<file path="config.mk">
export PLATFORM = sky130hd
export DESIGN_NAME = digital_noise_channel_flagger_flat
export DESIGN_NICKNAME = d
export VERILOG_FILES = /design/src/hdl/dncf_pkg.sv /design/src/hdl/dncf_if.sv /design/src/hdl/dncf_cfg_regs.sv /design/src/hdl/dncf_accum.sv /design/src/hdl/dncf_verdict.sv /design/src/hdl/digital_noise_channel_flagger.sv /design/src/flat_wrapper.sv
export VERILOG_INCLUDE_DIRS = /design/src /design/src/hdl
export SDC_FILE = /design/constraint.sdc
export NUM_CORES = 1
export LEC_CHECK = 0
export BUFFER_PORTS_ARGS = -buffer_cell sky130_fd_sc_hd__buf_2
export CAP_MARGIN = 0
export CORE_UTILIZATION = 34
export DETAILED_ROUTE_END_ITERATION = 6
export HOLD_SLACK_MARGIN = 0.02
export PLACE_DENSITY_LB_ADDON = 0.15
export SKIP_LAST_GASP = 1
export SLEW_MARGIN = 20
export SYNTH_ARGS = -nofsm -noshare
export SYNTH_HDL_FRONTEND = slang
export SYNTH_SLANG_ARGS = --single-unit
</file>
<file path="constraint.sdc">
create_clock -name clk_i -period 7.5 [get_ports clk_i]
set_clock_uncertainty 0.2 [all_clocks]
set_input_delay 0.375 -clock clk_i [delete_from_list [all_inputs] [get_ports clk_i]]
set_output_delay 0.375 -clock clk_i [all_outputs]
set_load 0.02 [all_outputs]
</file>
<file path="src/hdl/digital_noise_channel_flagger_assert.svh">
// Assertion macros for the digital noise channel flagger.
// Used by the top-level RTL file; empty when SYNTHESIS is defined.
`ifndef DIGITAL_NOISE_CHANNEL_FLAGGER_ASSERT_SVH
`define DIGITAL_NOISE_CHANNEL_FLAGGER_ASSERT_SVH

`ifndef SYNTHESIS
`define DNCF_ASSERT(lbl, prop, msg) \
  lbl: assert property (@(posedge clk_i) disable iff (!rst_ni) (prop)) else $error(msg);
`define DNCF_ASSERT_NEXT(lbl, ante, cons, msg) \
  lbl: assert property (@(posedge clk_i) disable iff (!rst_ni) (ante) |=> (cons)) \
    else $error(msg);
`else
`define DNCF_ASSERT(lbl, prop, msg)
`define DNCF_ASSERT_NEXT(lbl, ante, cons, msg)
`endif

`endif

</file>
<file path="src/hdl/dncf_pkg.sv">
// Types and constants of the digital noise channel flagger.
// No dependencies.
package dncf_pkg;

  localparam int SAMPLE_W = 12;
  localparam int CHAN_W   = 14;
  localparam int RMS_W    = 16;
  localparam int COUNT_W  = 13;
  localparam int SUNSET_W = 12;
  localparam int SUM_W    = 24;
  localparam int CFG_W    = 24;
  localparam int CFG_IDX_W = 2;

  localparam logic [SAMPLE_W-1:0] BAD_WORD    = 12'hBAD;
  localparam logic [COUNT_W-1:0]  POST_OFFSET = 13'd500;
  localparam logic [SUM_W-1:0]    SUM_MAX     = 24'hFFFFFF;
  localparam logic [COUNT_W-1:0]  COUNT_MAX   = 13'h1FFF;

  localparam logic [RMS_W-1:0]    RMS_CUT_RST        = 16'd1600;
  localparam logic [COUNT_W-1:0]  BAD_WORD_LIMIT_RST = 13'd5;
  localparam logic [SUNSET_W-1:0] DUSK_TICK_RST      = 12'd500;
  localparam logic [SUM_W-1:0]    ACTIVITY_LIMIT_RST = 24'd50000;

  typedef enum logic [CFG_IDX_W-1:0] {
    CFG_RMS_CUT        = 2'd0,
    CFG_BAD_WORD_LIMIT = 2'd1,
    CFG_DUSK_TICK      = 2'd2,
    CFG_ACTIVITY_LIMIT = 2'd3
  } cfg_idx_e;

  typedef struct packed {
    logic [RMS_W-1:0]    rms_cut;
    logic [COUNT_W-1:0]  bad_word_limit;
    logic [SUNSET_W-1:0] dusk_tick;
    logic [SUM_W-1:0]    activity_limit;
  } cfg_t;

  // Channel statistics including the sample just taken
  typedef struct packed {
    logic [COUNT_W-1:0] bad_word_count;
    logic               parity_same;
    logic [SUM_W-1:0]   pre_sum;
    logic [SUM_W-1:0]   post_sum;
  } stats_t;

  typedef struct packed {
    logic [CHAN_W-1:0] channel_out;
    logic              is_bad;
    logic              rms_flag;
    logic              bad_word_flag;
    logic              parity_stuck;
    logic              activity_flag;
  } result_t;

endpackage

</file>
<file path="src/hdl/dncf_if.sv">
// Stream interfaces of the flagger: sample input and verdict output.
// Depends on dncf_pkg.
interface dncf_in_if;
  import dncf_pkg::*;
  logic                valid;
  logic                ready;
  logic [SAMPLE_W-1:0] sample;
  logic [CHAN_W-1:0]   channel_id;
  logic [RMS_W-1:0]    channel_rms;
  logic                last_sample;
  modport source (output valid, sample, channel_id, channel_rms, last_sample, input ready);
  modport sink   (input valid, sample, channel_id, channel_rms, last_sample, output ready);
endinterface

interface dncf_out_if;
  import dncf_pkg::*;
  logic              valid;
  logic              ready;
  logic [CHAN_W-1:0] channel_out;
  logic              is_bad;
  logic              rms_flag;
  logic              bad_word_flag;
  logic              parity_stuck;
  logic              activity_flag;
  modport source (output valid, channel_out, is_bad, rms_flag, bad_word_flag, parity_stuck,
                  activity_flag, input ready);
  modport sink   (input valid, channel_out, is_bad, rms_flag, bad_word_flag, parity_stuck,
                  activity_flag, output ready);
endinterface

</file>
<file path="src/hdl/dncf_cfg_regs.sv">
// Configuration registers of the flagger, written through a plain write port.
// Depends on dncf_pkg.
module dncf_cfg_regs (
  input  logic                            clk_i,
  input  logic                            rst_ni,
  input  logic                            we_i,
  input  logic [dncf_pkg::CFG_IDX_W-1:0]  idx_i,
  input  logic [dncf_pkg::CFG_W-1:0]      wdata_i,
  output dncf_pkg::cfg_t                  cfg_o
);
  import dncf_pkg::*;

  cfg_t cfg_q, cfg_d;

  always_comb begin
    cfg_d = cfg_q;
    if (we_i) begin
      unique case (cfg_idx_e'(idx_i))
        CFG_RMS_CUT:        cfg_d.rms_cut        = wdata_i[RMS_W-1:0];
        CFG_BAD_WORD_LIMIT: cfg_d.bad_word_limit = wdata_i[COUNT_W-1:0];
        CFG_DUSK_TICK:      cfg_d.dusk_tick      = wdata_i[SUNSET_W-1:0];
        CFG_ACTIVITY_LIMIT: cfg_d.activity_limit = wdata_i[SUM_W-1:0];
        default:            cfg_d = cfg_q;
      endcase
    end
  end

  always_ff @(posedge clk_i or negedge rst_ni) begin
    if (!rst_ni) begin
      cfg_q.rms_cut        <= RMS_CUT_RST;
      cfg_q.bad_word_limit <= BAD_WORD_LIMIT_RST;
      cfg_q.dusk_tick      <= DUSK_TICK_RST;
      cfg_q.activity_limit <= ACTIVITY_LIMIT_RST;
    end else begin
      cfg_q <= cfg_d;
    end
  end

  assign cfg_o = cfg_q;

endmodule

</file>
<file path="src/hdl/dncf_accum.sv">
// Per-channel accumulator: tick counter, parity tracking, 0xBAD count and
// the two activity sums. Depends on dncf_pkg.
module dncf_accum #(
  parameter int MAX_SAMPLES = 4096
) (
  input  logic                           clk_i,
  input  logic                           rst_ni,
  input  logic                           advance_i,
  input  logic [dncf_pkg::SAMPLE_W-1:0]  sample_i,
  input  logic                           last_i,
  input  logic [dncf_pkg::SUNSET_W-1:0]  dusk_tick_i,
  output dncf_pkg::stats_t               stats_o
);
  import dncf_pkg::*;

  localparam int TICK_W = $clog2(MAX_SAMPLES);
  localparam int CMP_W  = ((TICK_W > COUNT_W) ? TICK_W : COUNT_W) + 1;
  localparam logic [TICK_W-1:0] TICK_MAX = TICK_W'(MAX_SAMPLES - 1);

  logic [TICK_W-1:0]   tick_q, tick_d;
  logic [SAMPLE_W-1:0] prev_q;
  logic                first_par_q, first_par_d;
  stats_t              stats_q, stats_d;

  logic [SAMPLE_W-1:0] diff;
  logic [SUM_W:0]      pre_add, post_add;
  logic [CMP_W-1:0]    t_ext, pre_edge, post_edge;

  always_comb begin
    diff      = (sample_i > prev_q) ? (sample_i - prev_q) : (prev_q - sample_i);
    t_ext     = CMP_W'(tick_q) - CMP_W'(1);
    pre_edge  = CMP_W'(dusk_tick_i);
    post_edge = CMP_W'(dusk_tick_i) + CMP_W'(POST_OFFSET);
    pre_add   = {1'b0, stats_q.pre_sum} + (SUM_W+1)'(diff);
    post_add  = {1'b0, stats_q.post_sum} + (SUM_W+1)'(diff);

    stats_d     = stats_q;
    first_par_d = first_par_q;

    if (sample_i == BAD_WORD && stats_q.bad_word_count != COUNT_MAX) begin
      stats_d.bad_word_count = stats_q.bad_word_count + COUNT_W'(1);
    end

    if (tick_q == '0) begin
      first_par_d = sample_i[0];
    end else begin
      if (sample_i[0] != first_par_q) stats_d.parity_same = 1'b0;
      // difference belongs to the previous sample's tick
      if (t_ext < pre_edge) begin
        stats_d.pre_sum = pre_add[SUM_W] ? SUM_MAX : pre_add[SUM_W-1:0];
      end else if (t_ext > post_edge) begin
        stats_d.post_sum = post_add[SUM_W] ? SUM_MAX : post_add[SUM_W-1:0];
      end
    end

    tick_d = (tick_q != TICK_MAX) ? tick_q + TICK_W'(1) : tick_q;
  end

  always_ff @(posedge clk_i or negedge rst_ni) begin
    if (!rst_ni) begin
      tick_q                 <= '0;
      prev_q                 <= '0;
      first_par_q            <= 1'b0;
      stats_q.bad_word_count <= '0;
      stats_q.parity_same    <= 1'b1;
      stats_q.pre_sum        <= '0;
      stats_q.post_sum       <= '0;
    end else if (advance_i) begin
      if (last_i) begin
        tick_q                 <= '0;
        prev_q                 <= '0;
        first_par_q            <= 1'b0;
        stats_q.bad_word_count <= '0;
        stats_q.parity_same    <= 1'b1;
        stats_q.pre_sum        <= '0;
        stats_q.post_sum       <= '0;
      end else begin
        tick_q      <= tick_d;
        prev_q      <= sample_i;
        first_par_q <= first_par_d;
        stats_q     <= stats_d;
      end
    end
  end

  assign stats_o = stats_d;

endmodule

</file>
<file path="src/hdl/dncf_verdict.sv">
// Verdict logic and result register: flags from the final statistics.
// Depends on dncf_pkg.
module dncf_verdict (
  input  logic                         clk_i,
  input  logic                         rst_ni,
  input  logic                         load_i,
  input  dncf_pkg::stats_t             stats_i,
  input  logic [dncf_pkg::CHAN_W-1:0]  channel_id_i,
  input  logic [dncf_pkg::RMS_W-1:0]   channel_rms_i,
  input  dncf_pkg::cfg_t               cfg_i,
  input  logic                         ready_i,
  output logic                         valid_o,
  output dncf_pkg::result_t            result_o
);
  import dncf_pkg::*;

  logic    valid_q, valid_d;
  result_t res_q, res_d;

  always_comb begin
    res_d.channel_out   = channel_id_i;
    res_d.rms_flag      = channel_rms_i > cfg_i.rms_cut;
    res_d.bad_word_flag = stats_i.bad_word_count > cfg_i.bad_word_limit;
    res_d.parity_stuck  = stats_i.parity_same;
    res_d.activity_flag = (stats_i.pre_sum > cfg_i.activity_limit) ||
                          (stats_i.post_sum > cfg_i.activity_limit);
    res_d.is_bad        = res_d.rms_flag | res_d.bad_word_flag |
                          res_d.parity_stuck | res_d.activity_flag;
    valid_d = load_i ? 1'b1 : (valid_q && !ready_i);
  end

  always_ff @(posedge clk_i or negedge rst_ni) begin
    if (!rst_ni) begin
      valid_q <= 1'b0;
    end else begin
      valid_q <= valid_d;
    end
  end

  always_ff @(posedge clk_i) begin
    if (load_i) res_q <= res_d;
  end

  assign valid_o  = valid_q;
  assign result_o = res_q;

endmodule

</file>
<file path="src/hdl/digital_noise_channel_flagger.sv">
// Top level of the digital noise channel flagger.
// Depends on dncf_pkg, dncf_if, dncf_cfg_regs, dncf_accum, dncf_verdict.
//
// Takes one 12-bit sample per clock and, on the sample marked last, delivers
// one verdict for the channel (flags for RMS, 0xBAD count, stuck parity and
// activity, plus their OR). Each sample passes an input register and then an
// update of the per-channel statistics, so the sustained rate is one sample
// per cycle; the verdict is loaded into the result register as the last
// sample leaves the input register. Only a last sample waits, and only while
// the previous verdict is still unread. Configuration takes effect for samples
// updated after the write and must be changed only while the block is idle.
module digital_noise_channel_flagger #(
  parameter int MAX_SAMPLES = 4096
) (
  input  logic                           clk_i,
  input  logic                           rst_ni,
  dncf_in_if.sink                        in_ch,
  dncf_out_if.source                     out_ch,
  input  logic                           cfg_we_i,
  input  logic [dncf_pkg::CFG_IDX_W-1:0] cfg_idx_i,
  input  logic [dncf_pkg::CFG_W-1:0]     cfg_wdata_i
);
  import dncf_pkg::*;
  `include "digital_noise_channel_flagger_assert.svh"

  cfg_t    cfg;
  stats_t  stats;
  result_t result;
  logic    out_valid;

  logic                s1_valid_q, s1_valid_d;
  logic [SAMPLE_W-1:0] s1_sample_q;
  logic [CHAN_W-1:0]   s1_chan_q;
  logic [RMS_W-1:0]    s1_rms_q;
  logic                s1_last_q;
  logic                advance, in_take, verdict_load;

  // a non-last sample never needs the result register
  assign advance  = s1_valid_q && (!s1_last_q || !out_valid || out_ch.ready);
  assign in_ch.ready = !s1_valid_q || advance;
  assign in_take  = in_ch.valid && in_ch.ready;
  assign s1_valid_d = in_take ? 1'b1 : (s1_valid_q && !advance);
  assign verdict_load = advance && s1_last_q;

  always_ff @(posedge clk_i or negedge rst_ni) begin
    if (!rst_ni) begin
      s1_valid_q <= 1'b0;
    end else begin
      s1_valid_q <= s1_valid_d;
    end
  end

  always_ff @(posedge clk_i) begin
    if (in_take) begin
      s1_sample_q <= in_ch.sample;
      s1_chan_q   <= in_ch.channel_id;
      s1_rms_q    <= in_ch.channel_rms;
      s1_last_q   <= in_ch.last_sample;
    end
  end

  dncf_cfg_regs u_cfg (
    .clk_i   (clk_i),
    .rst_ni  (rst_ni),
    .we_i    (cfg_we_i),
    .idx_i   (cfg_idx_i),
    .wdata_i (cfg_wdata_i),
    .cfg_o   (cfg)
  );

  dncf_accum #(
    .MAX_SAMPLES (MAX_SAMPLES)
  ) u_accum (
    .clk_i         (clk_i),
    .rst_ni        (rst_ni),
    .advance_i     (advance),
    .sample_i      (s1_sample_q),
    .last_i        (s1_last_q),
    .dusk_tick_i   (cfg.dusk_tick),
    .stats_o       (stats)
  );

  dncf_verdict u_verdict (
    .clk_i         (clk_i),
    .rst_ni        (rst_ni),
    .load_i        (verdict_load),
    .stats_i       (stats),
    .channel_id_i  (s1_chan_q),
    .channel_rms_i (s1_rms_q),
    .cfg_i         (cfg),
    .ready_i       (out_ch.ready),
    .valid_o       (out_valid),
    .result_o      (result)
  );

  assign out_ch.valid         = out_valid;
  assign out_ch.channel_out   = result.channel_out;
  assign out_ch.is_bad        = result.is_bad;
  assign out_ch.rms_flag      = result.rms_flag;
  assign out_ch.bad_word_flag = result.bad_word_flag;
  assign out_ch.parity_stuck  = result.parity_stuck;
  assign out_ch.activity_flag = result.activity_flag;

  `DNCF_ASSERT(a_no_overwrite, !(verdict_load && out_valid && !out_ch.ready), "verdict lost")
  `DNCF_ASSERT_NEXT(a_verdict_loaded, verdict_load, out_valid, "last sample gave no verdict")
  `DNCF_ASSERT_NEXT(a_stage_kept, s1_valid_q && !advance, s1_valid_q, "input stage item lost")

endmodule

</file>
<file path="src/flat_wrapper.sv">
// flat-port wrapper written by rule: the top's interface ports become plain ports
module digital_noise_channel_flagger_flat import dncf_pkg::*;
#(
  parameter int MAX_SAMPLES = 4096
)
  (clk_i, rst_ni, cfg_we_i, cfg_idx_i, cfg_wdata_i, in_ch_valid, in_ch_sample, in_ch_channel_id, in_ch_channel_rms, in_ch_last_sample, in_ch_ready, out_ch_valid, out_ch_channel_out, out_ch_is_bad, out_ch_rms_flag, out_ch_bad_word_flag, out_ch_parity_stuck, out_ch_activity_flag, out_ch_ready);
  dncf_in_if in_ch_i ();
  dncf_out_if out_ch_i ();
  input  logic clk_i;
  input  logic rst_ni;
  input  logic cfg_we_i;
  input  logic [dncf_pkg::CFG_IDX_W-1:0] cfg_idx_i;
  input  logic [dncf_pkg::CFG_W-1:0] cfg_wdata_i;
  input wire logic [$bits(in_ch_i.valid)-1:0] in_ch_valid;
  input wire logic [$bits(in_ch_i.sample)-1:0] in_ch_sample;
  input wire logic [$bits(in_ch_i.channel_id)-1:0] in_ch_channel_id;
  input wire logic [$bits(in_ch_i.channel_rms)-1:0] in_ch_channel_rms;
  input wire logic [$bits(in_ch_i.last_sample)-1:0] in_ch_last_sample;
  output wire logic [$bits(in_ch_i.ready)-1:0] in_ch_ready;
  output wire logic [$bits(out_ch_i.valid)-1:0] out_ch_valid;
  output wire logic [$bits(out_ch_i.channel_out)-1:0] out_ch_channel_out;
  output wire logic [$bits(out_ch_i.is_bad)-1:0] out_ch_is_bad;
  output wire logic [$bits(out_ch_i.rms_flag)-1:0] out_ch_rms_flag;
  output wire logic [$bits(out_ch_i.bad_word_flag)-1:0] out_ch_bad_word_flag;
  output wire logic [$bits(out_ch_i.parity_stuck)-1:0] out_ch_parity_stuck;
  output wire logic [$bits(out_ch_i.activity_flag)-1:0] out_ch_activity_flag;
  input wire logic [$bits(out_ch_i.ready)-1:0] out_ch_ready;
  assign in_ch_i.valid = in_ch_valid;
  assign in_ch_i.sample = in_ch_sample;
  assign in_ch_i.channel_id = in_ch_channel_id;
  assign in_ch_i.channel_rms = in_ch_channel_rms;
  assign in_ch_i.last_sample = in_ch_last_sample;
  assign in_ch_ready = in_ch_i.ready;
  assign out_ch_valid = out_ch_i.valid;
  assign out_ch_channel_out = out_ch_i.channel_out;
  assign out_ch_is_bad = out_ch_i.is_bad;
  assign out_ch_rms_flag = out_ch_i.rms_flag;
  assign out_ch_bad_word_flag = out_ch_i.bad_word_flag;
  assign out_ch_parity_stuck = out_ch_i.parity_stuck;
  assign out_ch_activity_flag = out_ch_i.activity_flag;
  assign out_ch_i.ready = out_ch_ready;
  digital_noise_channel_flagger #(.MAX_SAMPLES(MAX_SAMPLES)) u_core (.clk_i(clk_i), .rst_ni(rst_ni), .in_ch(in_ch_i), .out_ch(out_ch_i), .cfg_we_i(cfg_we_i), .cfg_idx_i(cfg_idx_i), .cfg_wdata_i(cfg_wdata_i));
endmodule
</file>
# Word-level counts from Yosys, hierarchy flattened
# Cells that the tools add are included.
# word_totals
regBits,216
wordCells,90
output_inout_bits,21
input_bits,74
# classes
n_lt_le_gt_ge,7
n_bitwise,3
muxes,17
eq_ne,7
n_reduce_logical,25
n_addsub,8
# ops
cell,n
24-bit 2-to-1 mux,5
62-bit 2-to-1 mux,1
24-bit by 12-bit adder with 25-bit output,2
49-bit 2-to-1 mux,1
24-bit > comparator,2
12-bit 2-to-1 mux,4
12-bit subtractor,2
16-bit > comparator,1
14-bit by 13-bit > comparator with 1-bit output,1
14-bit by 12-bit less-than comparator with 1-bit output,1
12-bit by 9-bit adder with 13-bit output (second input constant),1
13-bit by 1-bit adder with 13-bit output (second input constant),1
13-bit > comparator,1
13-bit 2-to-1 mux,1
13-bit != test (second input constant),1
12-bit by 1-bit subtractor with 13-bit output (second input constant),1
12-bit by 1-bit adder with 12-bit output (second input constant),1
12-bit equality test (second input constant),1
12-bit > comparator,1
12-bit zero test,1
12-bit != test (second input constant),1
2-bit AND reduction,6
1-bit logical AND,6
1-bit zero test,5
8 further kinds,19

# Longest topological paths before layout
# Gate-level depths: netlist of run 1.
# logic_depth
word_depth,10
mapped_depth,32
depth_no_buf,30

# Modules after synthesis
# From an unflattened synthesis of run 1, not the netlist that was laid out.
# unflattened
cells_unflattened,1474
area_unflattened_um2,14520.2
# modules_own_cells
mod,seq_area_each_um2,area_per_inst_um2,cells_each,instances
dncf_accum,2178.3,8201.6,1013,1
dncf_cfg_regs,1647.8,2476.1,139,1
dncf_verdict,595.6,2468.6,271,1
digital_noise_channel_flagger,1316.3,1373.8,51,1

# Worst setup path before layout of run 1
# Ideal clock, no wire load.
# synth_path
path_kind,reg2reg
startpoint,register u_core.s1_sample_q[0]
endpoint,register u_core.u_verdict.res_q (netlist bit u_core.u_verdict.result_o[4]) (data pin)
arrival_ns,6.159
period_less_slack_ns,6.618
setup_ns,0.259
stages_incl_launch_ff,28
n_path_buf,0
required_time_ns,7.041
slack_ns,0.882
path_cell_list,edfxtp_1 inv_1 ha_1 inv_1 fa_1 a211oi_1 o211ai_1 and3b_1 a2111oi_0 nor3_1 a211oi_2 o21ai_0 xor2_1 ha_1 nand2_1 o21ai_0 a21oi_1 a21boi_0 o21ai_1 o22a_1 ha_1 a21o_1 a21o_1 a21oi_1 o211ai_1 a221o_1 o21ba_2 a211o_1
# synth_rtl
element,line_no,text
from (decl),digital_noise_channel_flagger.sv:32,logic [SAMPLE_W-1:0] s1_sample_q;
from (signal assigned),digital_noise_channel_flagger.sv:55,s1_sample_q <= in_ch.sample;
to (signal assigned),dncf_verdict.sv:41,if (load_i) res_q <= res_d;
to (decl),dncf_verdict.sv:18,"result_t res_q, res_d;"

==> qor.yml, run 1 <==
synthesis:
  syn-num-nets: 1695
  synth_warnings: 0
  synth_ff_type: "dfrtp_1"
  synth_cells: 1466
  synth_area_leaders: "dfrtp_1, ha_1, edfxtp_1"
  async_flop_share_pct: 71.3
  yosysSeqAreaShare_pct: 39.9
  yosysTopAreaCell: "dfrtp_1"
  synth_top_cell_area_share_pct: 23.6
  synth-seq-cells: 216
  ys_types: 79
  synth_area_um2: 14400
  synth_edf_count: 62
  syn_area_per_cell_um2: 9.82
power:
  leakage_uw: 0.00792
  clock_power_share_pct: 28.5
  p_comb_share_pct: 41.7
  sw_frac_of_total_pct: 36.6
  p_seq_share_pct: 29.8
  internal-power_uw: 3260
  switchingPower_uw: 1880
  power_density_nw_per_um2: 298
  peakVddDrop_v: 0.000163
clock_tree:
  path_clk_slew_ns: 0.06
  clockRootBuffer: "clkbuf_16"
  cts_made_buffers: 28
  cts_tree: "built"
  clock_path_buffers: 3
  clk_latency_ns: 0.56
  cts_max_level: 1
  cts.sinks: 216
finish:
  multiInputGateArea_um2: 8030
  nFillCells: 4101
  drive_gt1_share_pct: 16.5
  instances_no_fill: 2193
  fin_util_pct: 41.3
  final_cell_mix: "ha_1, dfrtp_1, nand2_1, inv_1, buf_2"
  final_area_um2: 17300
  final_nets: 1861
  final_common_cell: "ha_1"
  area_growth_pct: 20.1
  diodes: 0
  ff_latch_area_um2: 5740
route:
  drt_pass1_iterations: 5
  drt_wl_total_um: 39200
  vias: 11500
  vias_per_cell: 5.22
  drt_iter0_drc: 573
  drc: 0
  routedWlPerCell_um: 17.9
  antenna_left: 0
worst_setup_path:
  crit_top_cell: "nand2_1"
  critical-path-max-stage-delay_ns: 0.45
  crit_arrival_ns: 7.12
  worstPathRequired_ns: 7.61
  startpoint_type: "flip-flop"
  crit_slowest_cell: "or4_1"
  cp_max_fo: 13
  worstSetupPathType: "flip-flop to flip-flop"
  end_kind: "flip-flop"
die:
  die_area_um2: 43200
  die_y_um: 208
  die_x_um: 208
  core_area_um2: 41900
  std_cell_rows: 75
  io_pins: 95
  initial_utilization_pct: 34.4
run_status:
  outcome: "finished clean"
placement:
  place_ws_ns: 0.174
  place_congestion: 0.880
  dpl_cell_area_um2: 15500
  dp.cells: 2063
  portBuffers: 94
  post-dp-hpwl_um: 28100
global_routing:
  grt_pass1_wl_um: 63400
  grt_pass1_vias: 11600
  grt_use_total_pct: 18.4
  antenna_found_initial: 0
  grt_overflow: 0
  grt_max_degree: 84
timing:
  setup_viol: 0
  fin_crit_sh_pct: 93.4
  finalHoldViolations: 0
  fmax_mhz: 143
  min_period_ns: 7.00
  tightest_slew_ns: 0.963
  fin_ws_ns: 0.497
  worst_slew_margin_rel_pct: 35.6
  slew_viol_final: 0
job:
  maxCapViolCount: 0
worst_hold_path:
  hold_path_class: "input pin to flip-flop"
## critical path: cells and delay by family, from the launching register on
family	cells	cell delay, ns
buffers and inverters	3	0.36
flip-flops	1	0.38
AND/OR/NAND/NOR	7	1.16
XOR/XNOR	1	0.41
AO/OA/AOI/OAI	14	2.73
multiplexers	1	0.27
adder cells (fa/ha/maj)	4	1.24
## final cells by class
class                      instances  share of cell area (%)
tap                              539                    3.90
inverter                         116                    2.52
sequential                       216                    33.2
clock buffer                      41                    4.52
clock inverter                    11                    1.25
timing repair buffer             194                    8.13
multi-input combinational       1076                    46.5
## kinds of logic after synthesis
logic type / count (synthesis) / synth area share (%)
AO/OA/AOI/OAI: 385 / 18.1
adder cells (fa/ha/maj): 155 / 13.7
buffers and inverters: 174 / 4.74
AND/OR/NAND/NOR: 394 / 13.9
flip-flops: 216 / 39.9
multiplexers: 68 / 5.25
XOR/XNOR: 74 / 4.50
## cells in the mapped netlist, types with 7 or more instances
| cell type | n |
|---|---|
| clkbuf_1 | 37 |
| and2_1 | 9 |
| nand4_1 | 32 |
| a22o_1 | 21 |
| a21boi_0 | 7 |
| xnor2_1 | 43 |
| nand3_1 | 36 |
| o21a_1 | 18 |
| nor4_1 | 7 |
| and3_1 | 19 |
| mux2_2 | 60 |
| a211oi_1 | 9 |
| mux2i_1 | 8 |
| edfxtp_1 | 62 |
| o31ai_1 | 15 |
| a21oi_1 | 81 |
| a41oi_1 | 7 |
| dfrtp_1 | 136 |
| a31oi_1 | 15 |
| nor2_1 | 68 |
| nand2_1 | 130 |
| nor2b_1 | 18 |
| inv_1 | 116 |
| xor2_1 | 31 |
| buf_2 | 14 |
| and4_1 | 7 |
| a21o_1 | 41 |
| o211ai_1 | 11 |
| ha_1 | 151 |
| dfstp_2 | 18 |
| o22a_1 | 19 |
| nand2b_1 | 12 |
| o21ai_0 | 80 |
| nor3_1 | 24 |
## power groups by stage
stage	clock network [uW]	logic, uW	registers (uW)
global placement	0	2060	1550
global route	1550	2420	1560
detailed placement	0	2080	1550
finish	1470	2150	1530
CTS	1510	2120	1530
floorplan	0	1550	1520
## path summary, 6_finish.rpt
check	startpoint	to	slack (ns)	cells after the start
worst max-delay path	u_core.s1_sample_q[0]	u_core.u_verdict.result_o[4]	0.50	30
worst min-delay path	cfg_idx_i[0]	u_core.u_cfg.cfg_o[59]	0.18	5
worst max register to register	u_core.s1_sample_q[0]	u_core.u_verdict.result_o[4]	0.50	30
worst min register to register	u_core.s1_chan_q[10]	u_core.u_verdict.result_o[15]	0.22	0
max in group asynchronous	rst_ni	u_core.u_accum.stats_q[57]	5.36	3
min in group asynchronous	rst_ni	u_core.u_accum.prev_q[6]	0.25	2
## stage by stage
stage / hold WS, ns / TNS, ns / power, uW
after floorplan: -0.121 / 0 / 3070
after global placement: 0.200 / 0 / 3610
after detailed placement: 0.205 / 0 / 3630
after CTS: 0.154 / 0 / 5170
after global routing: 0.212 / -0.0179 / 5530
final: 0.175 / 0 / 5150
## layer usage
| metal | track usage (%) | part of all wire (%) | up-vias |
|---|---|---|---|
| li1 | - | - | 5685 |
| met1 | 24.4 | 47 | 5530 |
| met2 | 31.8 | 48 | 185 |
| met3 | 1.89 | 3.2 | 56 |
| met4 | 5.08 | 2.5 | 0 |
| met5 | 0 | 0 | - |
## timing repair
action	in CTS	in global routing
buffers inserted	0	7
endpoints found under the hold margin	186	0
resized for setup	0	7
setup endpoints to repair	0	2
hold buffers	71	0
## sequential cells by signal, indices dropped and copies added, names as in the netlist
| register | cells |
|---|---|
| u_core.u_cfg.cfg_o | 65 |
| u_core.u_accum.stats_q | 62 |
| u_core.u_verdict.result_o | 19 |
| u_core.s1_rms_q | 16 |
| u_core.s1_chan_q | 14 |
| u_core.s1_sample_q | 12 |
| u_core.u_accum.prev_q | 12 |
| u_core.u_accum.tick_q | 12 |
| u_core.s1_last_q | 1 |
| u_core.s1_valid_q | 1 |
| u_core.u_accum.first_par_q | 1 |
| u_core.u_verdict.valid_o | 1 |
No activity file was read; power rests on OpenSTA's default activity.
==> run 2: changes to the inputs <==
Settings changed: CORE_ASPECT_RATIO set to 2, SYNTH_HIERARCHICAL set to 1.
==> qor.yml, run 2 <==
timing:
  slew_viol_final: 0
  tightest_slew_ns: 1.10
  fin_setup_tns_ns: 0
  rsz0062_at_grt: "false"
  finalHoldViolations: 0
  setup_viol: 0
  fin_crit_sh_pct: 90.6
  holdWs_ns: 0.180
  fmax_mhz: 147
  worst_slew_margin_rel_pct: 26.2
  min_period_ns: 6.80
clock_tree:
  cts_made_buffers: 23
  clock_path_buffers: 3
  clk_latency_ns: 0.54
  clockRootBuffer: "clkbuf_16"
  path_clk_slew_ns: 0.06
  cts_tree: "built"
  cts_max_level: 1
  cts.sinks: 216
placement:
  dp.cells: 2078
  portBuffers: 94
  place_congestion: 0.851
  post-dp-hpwl_um: 32500
finish:
  fin_util_pct: 41.0
  largest_reg_flops: 65
  area_growth_pct: 18.2
  drive_gt1_share_pct: 17.4
  final_common_cell: "ha_1"
  diodes: 0
  nFillCells: 4210
  final_nets: 1867
  final_cell_mix: "ha_1, dfrtp_1, inv_1, a21oi_1, nor2_1"
  instances_no_fill: 2193
synthesis:
  synth_warnings: 6
  syn-num-nets: 1705
  synth_area_um2: 14500
  yosysMostFrequentCell: "ha_1"
  synth-seq-cells: 216
  yosysTopAreaCell: "dfrtp_1"
  synth_edf_count: 62
  yosysSeqAreaShare_pct: 39.5
  synth_ff_type: "dfrtp_1"
  synth_commonest_cells: "ha_1, dfrtp_1, inv_1, a21oi_1, nor2_1"
  synth_cells: 1474
  ys_types: 87
  syn_area_per_cell_um2: 9.85
  synth_top_cell_area_share_pct: 23.4
  async_flop_share_pct: 71.3
  synth_area_leaders: "dfrtp_1, ha_1, edfxtp_1"
die:
  die_y_um: 294
  die_area_um2: 43600
  die_x_um: 148
  io_pins: 95
  std_cell_rows: 106
  core_area_um2: 41900
  initial_utilization_pct: 34.6
worst_setup_path:
  critical_path_buf_inv_count: 3
  r2r_start: "u_core/s1_sample_q[0]"
  startpoint_type: "flip-flop"
  worstSetupPathType: "flip-flop to flip-flop"
  crit_top_cell: "ha_1"
  rr_worst_depth: 27
  end_kind: "flip-flop"
  cp.depth: 27
  crit_family: "compound AO/OA/AOI/OAI gates"
  crit_arrival_ns: 6.85
  cp_max_fo: 10
  worstPathRequired_ns: 7.56
  crit_start: "u_core/s1_sample_q[0]"
  crit_slowest_cell: "edfxtp_1"
  critical-path-max-stage-delay_ns: 0.45
job:
  maxCapViolCount: 0
route:
  antenna_left: 0
  drt_wl_total_um: 43100
  routedWlPerCell_um: 19.6
  vias_per_cell: 5.35
  drt_iter0_drc: 417
  drt_pass1_iterations: 4
  drc: 0
  vias: 11700
global_routing:
  antenna_found_initial: 0
  grt_overflow: 0
  grt_max_degree: 103
  grt_use_total_pct: 20.1
  grt_pass1_wl_um: 66900
  grt_pass1_vias: 12200
power:
  power_density_nw_per_um2: 289
  power_uw: 4970
  leakage_uw: 0.00761
  peakVddDrop_v: 0.000228
run_status:
  outcome: "finished clean"
worst_hold_path:
  hold_path_class: "input pin to flip-flop"
  worstHoldStart: "cfg_idx_i[0]"
  worstHoldPathCells: 3
run 2: where the power goes:
part	switching (uW)	total [uW]	internal (uW)
Clock	508	1220	715
Sequential	145	1540	1400
Combinational	1290	2200	907
Total	1940	4970	3020
run 2: worst paths after layout:
| check | end | slack (ns) |
|---|---|---|
| max reg2reg | u_core/u_verdict/result_o[4] | 0.70 |
| min | u_core/u_cfg/cfg_o[54] | 0.18 |
| min in group asynchronous | u_core/u_accum/stats_q[49] | 0.29 |
| max in group asynchronous | u_core/u_accum/stats_q[33] | 5.41 |
| max | u_core/u_verdict/result_o[4] | 0.70 |
| min reg2reg | u_core/u_verdict/result_o[9] | 0.22 |
run 2: per-layer routing:
layer,track usage (%),vias up,part of all wire [%]
met1,20.0,5698,36
met4,11.3,0,5.7
met5,0,-,0
li1,-,5715,-
met2,39.8,223,56
met3,1.76,103,2.5
run 2: cells by family after synthesis:
kind of cell	Yosys count	synth area share (%)
fa+ha+maj	157	13.7
flops	216	39.5
buf+inv	194	5.34
mux	89	6.76
compound gates	359	16.2
xor+xnor	65	3.92
simple gates	394	14.5
run 2: stage by stage:
| stage | cell area [um2] | setup WS (ns) |
|---|---|---|
| after detailed placement | 15600 | 0.467 |
| after floorplan | 14500 | 1.04 |
| after global placement | 15600 | 0.667 |
| after global routing | 17200 | 0.00742 |
| after CTS | 17100 | 0.410 |
| final | 17200 | 0.705 |
run 2: repair_timing:
action | CTS | global route
resized for setup | 0 | 3
endpoints found under the setup margin | 0 | 2
hold buffers | 71 | 0
buffers inserted | 0 | 2
hold endpoints to repair | 188 | 0
run 2: area by class of cell:
cell class	instances	area [um2]	area share, %
clock buffer	27	601	3.50
tap	540	676	3.94
timing repair buffer	196	1420	8.29
multi-input combinational	1064	8040	46.8
clock inverter	15	185	1.08
sequential	216	5740	33.4
inverter	135	507	2.95
run 2: worst reg2reg max path: cells and delay by family, from the launching register on:
family	cells	cell delay (ns)
and+or+nand+nor	6	1.08
xor gates and xnor gates	1	0.33
AOI/OAI and AO/OA	12	2.57
adders and majority gates	4	1.22
DFF	1	0.45
muxes	1	0.27
buffers and inverters	3	0.39
==> run 3: changes to the inputs <==
Settings changed: RECOVER_POWER set to 25.
==> qor.yml, run 3 (synthesized netlist as in run 2, its figures left out) <==
run_status:
  outcome: "finished, violations left"
  violations: "capacitance limit, slew limit"
route:
  drt_iter0_drc: 401
  vias_per_cell: 5.36
  routedWlPerCell_um: 19.6
  vias: 11800
  drt_wl_total_um: 43000
  drt_pass1_iterations: 5
  drc: 0
  antenna_left: 0
die:
  std_cell_rows: 106
  initial_utilization_pct: 34.6
  die_x_um: 148
  die_area_um2: 43600
  core_area_um2: 41900
  io_pins: 95
  die_y_um: 294
power:
  peakVddDrop_v: 0.000229
  leakage_uw: 0.00758
  power_density_nw_per_um2: 290
timing:
  fin_crit_sh_pct: 90.6
  fmax_mhz: 147
  setup_viol: 0
  tightest_slew_ns: 5.17
  rsz0062_at_grt: "false"
  min_period_ns: 6.79
  finalHoldViolations: 0
  slew_viol_final: 120
  fin_setup_tns_ns: 0
  worst_slew_margin_rel_pct: -245
clock_tree:
  cts_tree: "built"
  cts_max_level: 1
  cts_made_buffers: 23
  path_clk_slew_ns: 0.07
  clock_path_buffers: 3
  clk_latency_ns: 0.54
  clockRootBuffer: "clkbuf_16"
  cts.sinks: 216
worst_setup_path:
  ff2ff_setup_slack_ns: 0.71
  crit_top_cell: "ha_1"
  crit_arrival_ns: 6.85
  critical-path-max-stage-delay_ns: 0.45
  crit_slowest_cell: "edfxtp_1"
  worstSetupPathType: "flip-flop to flip-flop"
  startpoint_type: "flip-flop"
  crit_family: "compound AO/OA/AOI/OAI gates"
  critical_path_buf_inv_count: 3
  end_kind: "flip-flop"
  cp_max_fo: 10
  worstPathRequired_ns: 7.56
global_routing:
  grt_use_total_pct: 20.1
  grt_max_degree: 103
  grt_overflow: 0
  grt_pass1_wl_um: 66900
  antenna_found_initial: 0
  grt_pass1_vias: 12200
placement:
  place_congestion: 0.851
  post-dp-hpwl_um: 32500
  portBuffers: 94
  dpl_cell_area_um2: 15600
finish:
  diodes: 0
  fin_util_pct: 40.9
  final_common_cell: "ha_1"
  final_area_um2: 17100
  final_cell_mix: "ha_1, dfrtp_1, inv_1, a21oi_1, nor2_1"
  area_growth_pct: 18.0
  ff_latch_area_um2: 5740
  multiInputGateArea_um2: 8020
  drive_gt1_share_pct: 16.8
  final_nets: 1867
  nFillCells: 4216
  largest_reg_flops: 65
worst_hold_path:
  hold_path_class: "flip-flop to flip-flop"
job:
  maxCapViolCount: 2
[run 3: cell types whose count changed in the layout (fill, tap and decap cells not counted), sizes merged]
cell / previous run / this run
clkdlybuf4s25: 0 / 1
buf: 124 / 117
clkbuf: 28 / 34
[run 3: area by class of cell]
type / instances / share of cell area, %
flip-flops and latches: 216 / 33.5
clock inverters: 15 / 1.08
repair buffers: 196 / 8.23
multi-input cells: 1064 / 46.8
well taps: 540 / 3.94
clock buffers: 27 / 3.50
inverters: 135 / 2.96
[run 3: worst register-to-register path, cell delays in order, from the launching register on]
cell	delay, ns
edfxtp_1	0.45
inv_1	0.12
ha_1	0.18
inv_1	0.06
fa_1	0.38
a21oi_1	0.26
o211ai_1	0.14
a31oi_1	0.28
a21oi_2	0.16
buf_4	0.21
mux2_2	0.27
o21ai_0	0.11
xor2_1	0.32
ha_1	0.35
a21o_1	0.20
nor3_1	0.25
a211oi_1	0.17
o311ai_1	0.38
nand2_1	0.24
nor2_1	0.25
nor2_1	0.07
ha_1	0.31
and2_0	0.18
a221o_1	0.31
a221oi_1	0.29
o21ai_1	0.13
o32ai_2	0.16
nand3_1	0.10
[run 3: routing by layer]
metal  GRT usage [%]  share of wire [%]  wire length [um]  vias to the layer above
met2            39.8                 56             23900                      227
met1            20.0                 36             15500                     5711
li1                -                  -                 -                     5717
met3            1.76                2.6              1120                      107
met5               0                  0                 0                        -
met4            11.3                5.8              2480                        0
[run 3: worst paths after layout]
check                                      startpoint                           end  cells past startpoint
worst max-delay path            u_core/s1_sample_q[0]  u_core/u_verdict/result_o[4]                     27
worst min-delay path              u_core/s1_chan_q[2]  u_core/u_verdict/result_o[7]                      0
worst max register to register  u_core/s1_sample_q[0]  u_core/u_verdict/result_o[4]                     27
worst min register to register    u_core/s1_chan_q[2]  u_core/u_verdict/result_o[7]                      0
max in group asynchronous                      rst_ni      u_core/u_accum/tick_q[7]                      2
min in group asynchronous                      rst_ni    u_core/u_accum/stats_q[49]                      2
[run 3: through the flow]
step	hold slack (ns)	cells	worst slack (ns)	total power [uW]
2_1_floorplan	-0.121	1474	1.04	3060
3_3_place_gp	0.204	2078	0.667	3700
3_5_place_dp	0.205	2078	0.467	3730
4_1_cts	0.159	2191	0.410	5010
5_1_grt	0.223	2193	0.00742	5330
6_report	0.218	2193	0.705	4960
[run 3: power breakdown]
group	switching, uW	internal (uW)	total (uW)
registers	145	1400	1550
logic	1290	907	2200
clock network	508	715	1220
[run 3: repair_timing]
item / in CTS / in global routing
hold buffers: 71 / 0
setup buffers: 0 / 2
endpoints found under the hold margin: 188 / 0
gates resized for setup: 0 / 3
setup endpoints to repair: 0 / 2
